`src/rtl/grpe_pkg.sv`:
```
// ----------------------------------------------------------------------------
// grpe_pkg: shared types and constants of the glyph row pixel expander
// Holds the sequencer states, the adder operation codes, the register index
// codes and the fixed Cyrillic recoding table.
// ----------------------------------------------------------------------------
package grpe_pkg;

  // Raw font addresses never exceed 255*63+31, so fourteen bits hold them all.
  localparam int RAW_W    = 14;
  localparam int RAW_SPAN = 16384;

  typedef enum logic [2:0] {
    ST_IDLE,
    ST_MUL,
    ST_OFFSET,
    ST_MOD,
    ST_WRITE,
    ST_READ,
    ST_EMIT
  } state_t;

  typedef enum logic {
    ALU_ADD,
    ALU_SUB
  } alu_op_t;

  typedef struct packed {
    logic [RAW_W-1:0] res;
    logic             borrow;
  } alu_res_t;

  typedef enum logic [2:0] {
    CFG_FOREGROUND = 3'd0,
    CFG_BACKGROUND = 3'd1,
    CFG_HEIGHT     = 3'd2,
    CFG_WIDTH      = 3'd3,
    CFG_COL_MAJOR  = 3'd4
  } cfg_index_t;

  localparam logic [7:0] CYR_MAP [128] = '{
    8'h00,8'h01,8'h02,8'h03,8'h04,8'h05,8'h06,8'h07,
    8'h08,8'h09,8'h0A,8'h0B,8'h0C,8'h0D,8'h0E,8'h0F,
    8'h10,8'h11,8'h12,8'h13,8'h14,8'h15,8'h16,8'h17,
    8'h18,8'h19,8'h1A,8'h1B,8'h1C,8'h1D,8'h1E,8'h1F,
    8'h20,8'h21,8'hDD,8'h23,8'h24,8'h25,8'h3F,8'hFD,
    8'h28,8'h29,8'h2A,8'h2B,8'hE1,8'h2D,8'hFE,8'h2E,
    8'h30,8'h31,8'h32,8'h33,8'h34,8'h35,8'h36,8'h37,
    8'h38,8'h39,8'hC6,8'hE6,8'hC1,8'h3D,8'hDE,8'h2C,
    8'h22,8'hD4,8'hC8,8'hD1,8'hC2,8'hD3,8'hC0,8'hCF,
    8'hD0,8'hD8,8'hCE,8'hCB,8'hC4,8'hDC,8'hD2,8'hD9,
    8'hC7,8'hC9,8'hCA,8'hDB,8'hC5,8'hC3,8'hCC,8'hD6,
    8'hD7,8'hCD,8'hDF,8'hF5,8'h5C,8'hFA,8'h3A,8'h5F,
    8'hB8,8'hF4,8'hE8,8'hF1,8'hE2,8'hF3,8'hE0,8'hEF,
    8'hF0,8'hF8,8'hEE,8'hEB,8'hE4,8'hFC,8'hF2,8'hF9,
    8'hE7,8'hE9,8'hEA,8'hFB,8'hE5,8'hE3,8'hEC,8'hF6,
    8'hF7,8'hED,8'hFF,8'hD5,8'h7C,8'hDA,8'hA8,8'h00
  };

endpackage

```
`src/rtl/grpe_alu.sv`:
```
// ----------------------------------------------------------------------------
// grpe_alu: shared add/subtract unit
// One adder serves the shift-add multiply, the offset add, the modulo
// reduction and the per-column address decrement.
// ----------------------------------------------------------------------------
module grpe_alu
  import grpe_pkg::*;
(
  input  alu_op_t          op,
  input  logic [RAW_W-1:0] a,
  input  logic [RAW_W-1:0] b,
  output alu_res_t         result
);

  logic [RAW_W:0]   sum;
  logic [RAW_W-1:0] b_in;

  assign b_in = (op == ALU_SUB) ? ~b : b;
  // A subtraction is a plus the inverted b plus one; no carry out means a < b.
  assign sum  = {1'b0, a} + {1'b0, b_in} + {{RAW_W{1'b0}}, (op == ALU_SUB)};

  assign result.res    = sum[RAW_W-1:0];
  assign result.borrow = (op == ALU_SUB) && !sum[RAW_W];

endmodule

```
`config.mk`:
```
export PLATFORM = sky130hd
export DESIGN_NAME = grpe_alu
export DESIGN_NICKNAME = d
export VERILOG_FILES = /design/src/rtl/grpe_pkg.sv /design/src/rtl/grpe_alu.sv
export SDC_FILE = /design/constraint.sdc
export NUM_CORES = 1
export LEC_CHECK = 0
export BUFFER_PORTS_ARGS = -buffer_cell sky130_fd_sc_hd__buf_2
export CELL_PAD_IN_SITES_DETAIL_PLACEMENT = 1
export CELL_PAD_IN_SITES_GLOBAL_PLACEMENT = 2
export CORE_MARGIN = 2
export CORE_UTILIZATION = 26
export DETAILED_ROUTE_END_ITERATION = 8
export GPL_ROUTABILITY_DRIVEN = 0
export GPL_TIMING_DRIVEN = 0
export PLACE_DENSITY = 0.9
export SYNTH_ARGS = -nofsm -noshare
export SYNTH_HDL_FRONTEND = slang
export SYNTH_SLANG_ARGS = --single-unit
```
`constraint.sdc`:
```
create_clock -name vclk -period 2.9
set_clock_uncertainty 0.2 [all_clocks]
set_input_delay 0.145 -clock vclk [all_inputs]
set_output_delay 0.145 -clock vclk [all_outputs]
set_load 0.01 [all_outputs]
```
Yosys cells after proc, flatten, opt, wreduce, memory -nomap -nowiden --
Cells that the tools add are included.
Operators by class: add/sub/neg operators 2, muxes and demuxes 1, bitwise logic cells 1, reductions and logical operators 2
Operator list (count):
- 14-bit by 14-bit adder with 15-bit output | 1
- 15-bit by 1-bit adder with 15-bit output | 1
- 14-bit 2-to-1 mux | 1
- 14-bit inverter | 1
- 1-bit logical AND | 1
- 1-bit logical NOT | 1
Word-level totals: flip-flop bits (word level) 0, input port bits 29, output and inout port bits 15, word-level logic and storage cells 6

Depth between registers and ports, before layout --
depth in word-level cells 6, mapped depth 9, depth with buffers taken out 7

Worst setup path before layout --
OpenSTA, ideal clock, no wires.
path kind input to output, from input port op, to output port result[13] in the netlist's numbering, arrival time 2.223 ns, data required time 2.555 ns, setup slack 0.332 ns, stages 9, path buffers 2, cell sequence buf_6 -> buf_2 -> xor2_1 -> fa_1 -> a211oi_1 -> o21bai_1 -> a21oi_2 -> o21ai_0 -> a311oi_1
RTL lines:
- from (decl) | RTL line grpe_alu.sv:9 | input alu_op_t op,
- to (decl) | RTL line grpe_alu.sv:12 | output alu_res_t result

==> impl_metrics.py <==
metrics = {
    "logic_synthesis": {
        "synth_compound_area_share_pct": 28.1,
        "synth_xor_area_share_pct": 24.1,
        "synth_area_leader_cell": "ha_1",
        "yosysMostFrequentCell": "xor2_1",
        "synth_adder_area_share_pct": 25.3,
        "yosys_warnings": 0,
        "syn_avg_cell_area_um2": 7.93,
        "synth-simple-area-share_pct": 16.5,
        "synthesis.area_um2": 872,
        "muxShareOfSynthArea_pct": 2.87,
        "ys_types": 36,
        "ys_top_cells_by_count": "xor2_1 (21), ha_1 (16), a21oi_1 (11)",
        "yosys-top-cells-area": "ha_1 (23%), xor2_1 (21%), a21oi_1 (6.3%), o21ai_0 (4.0%), nand2_1 (3.0%)",
        "synth.top_cell.area_share_pct": 23.0,
        "syn_inst": 110,
        "synth_top_family_by_area": "compound AO/OA/AOI/OAI gates",
        "syn-num-nets": 156,
        "yosysSeqAreaShare_pct": 0,
    },
    "drt": {
        "vias_per_cell": 4.73,
        "wl_um": 2540,
        "antenna_left": 0,
        "vias": 945,
        "drcViolationCount": 0,
        "initialDrtViolationCount": 26,
        "drtPass1Iterations": 2,
        "wl_per_cell_um": 12.7,
    },
    "floorplanning": {
        "rows": 21,
        "dieArea_um2": 3830,
        "die_w_um": 61.9,
        "initial_utilization_pct": 26.6,
        "ios": 44,
        "die_y_um": 61.9,
        "core_area_um2": 3280,
    },
    "layout": {
        "drive_gt1_share_pct": 34.4,
        "nClkBuffers": 0,
        "seq_area_um2": 0,
        "seq_cells": 0,
        "fillCellCount": 444,
        "nets": 202,
        "multi_input_area_um2": 853,
        "antenna_cells": 0,
        "final_util_pct": 35.4,
        "areaGrowthSynthToFinish_pct": 33.4,
    },
    "worst_setup_path": {
        "cpPeakStageDelay_ns": 0.48,
        "arrival_ns": 2.37,
        "cp_slowest_cell": "fa_1",
        "crit_required_ns": 2.56,
        "crit_fanout": 10,
        "critical_path.startpoint": "op",
        "endpoint": "result[13]",
        "crit_chain": "buf_6 > clkbuf_4 > xor2_1 > fa_1 > a211oi_2 > o21bai_1 > a21oi_2 > o21ai_0 > a311oi_1 > buf_2",
        "path_class": "primary input to output pin",
        "end_kind": "output pin",
        "crit_path_start_kind": "primary input",
    },
    "place": {
        "dp_slack_ns": 0.0109,
        "numPortBuffers": 43,
        "dp_hpwl_um": 2260,
    },
    "flow_run": {
        "maxCapViolCount": 0,
    },
    "pwr": {
        "irDropWorstVdd_mv": 0.0803,
        "p_leak_nw": 0.591,
        "p_per_area_nw_per_um2": 329,
        "fin_total_pwr_w": 0.000383,
    },
    "timing": {
        "report.final.slew_viol_count": 0,
        "worst_pin_slew_ns": 0.483,
        "hold_viol_final": 0,
        "relSlewSlack_pct": 67.5,
        "grt_setup_unrepaired": "false",
        "setup_tns_ns": 0,
        "post-route-min-period_ns": 2.72,
        "setup_viol": 0,
        "worst_slack_ns": 0.182,
        "post-route-period-util_pct": 93.7,
        "hold_ws_ns": 0.378,
        "clock.fmax_mhz": 368,
    },
    "global_route": {
        "top_usage_layer": "met2",
        "grt_use_met1_pct": 17.9,
        "grt_pass1_wl_um": 4200,
        "grt_overflow_total": 0,
        "track_usage_pct": 14.1,
        "antenna_found_initial": 0,
        "grt_pass1_vias": 951,
        "met3_usage_pct": 0,
        "grt_start_max_net_pins": 11,
        "grtUsageMet2_pct": 28.3,
    },
    "cts": {
        "cts_hold_buf": 0,
    },
    "hold_path": {
        "hp-class": "primary input to output pin",
    },
    "status": {
        "outcome": "finished clean",
    },
}
==> cell families after synthesis <==
logic type	count (synthesis)
compound gates	36
mux	2
fa+ha+maj	17
simple gates	26
buf+inv	5
xor+xnor	24
==> timing repair <==
action / in CTS / in global routing
hold endpoints to repair: 0 / 0
gates resized for setup: 0 / 3
setup buffers: 0 / 1
setup endpoints to repair: 0 / 1
==> per-stage QoR <==
step	instance area, µm²	std cells
detailed placement	1140	199
global placement	1140	199
CTS	1140	199
global route	1160	200
finish	1160	200
floorplan	872	110
==> report_power, final <==
| part | internal [W] | switching [W] |
|---|---|---|
| Combinational | 0.000172 | 0.000212 |
| Clock | 0 | 0 |
| Sequential | 0 | 0 |
| Total | 0.000172 | 0.000212 |
==> layout by cell type, fill, tap and decap left out, types with 3 or more instances in the layout <==
cell type / synthesis / final
a21o_1: 3 / 3
a21oi_1: 11 / 10
buf_2: 1 / 43
ha_1: 16 / 16
nand2_1: 7 / 7
nand2b_1: 3 / 3
nand3_1: 3 / 3
nor2_1: 3 / 3
o21ai_0: 7 / 7
xnor2_1: 3 / 3
xor2_1: 21 / 21
==> worst min path at each step <==
stage	endpoint	from	depth (start not counted)	slack [ns]
finish	result[1]	a[0]	3	0.38
global route	result[1]	a[0]	3	0.40
CTS	result[1]	a[0]	3	0.38
detailed placement	result[1]	a[0]	3	0.38
global placement	result[1]	a[0]	3	0.37
floorplan	result[1]	b[0]	1	0.17
==> per-layer routing <==
layer  vias to the layer above  part of all wire, %
met2                        19                   52
met3                         0                  3.3
met1                       433                   45
met5                         -                    0
li1                        493                    -
met4                         0                    0
==> final cells by class <==
| cell class | instances | area share (%) |
|---|---|---|
| repair buffers | 44 | 19.1 |
| well taps | 46 | 4.95 |
| inverters | 1 | 0.323 |
| plain buffers | 4 | 2.26 |
| multi-input cells | 105 | 73.3 |
==> worst max-delay path: cells and delay by family <==
| family | cells | cell delay, ns |
|---|---|---|
| adders and majority gates | 1 | 0.48 |
| buffers and inverters | 3 | 0.50 |
| AOI/OAI and AO/OA | 5 | 1.03 |
| xor gates and xnor gates | 1 | 0.22 |
(Power assumes the default switching activity.)
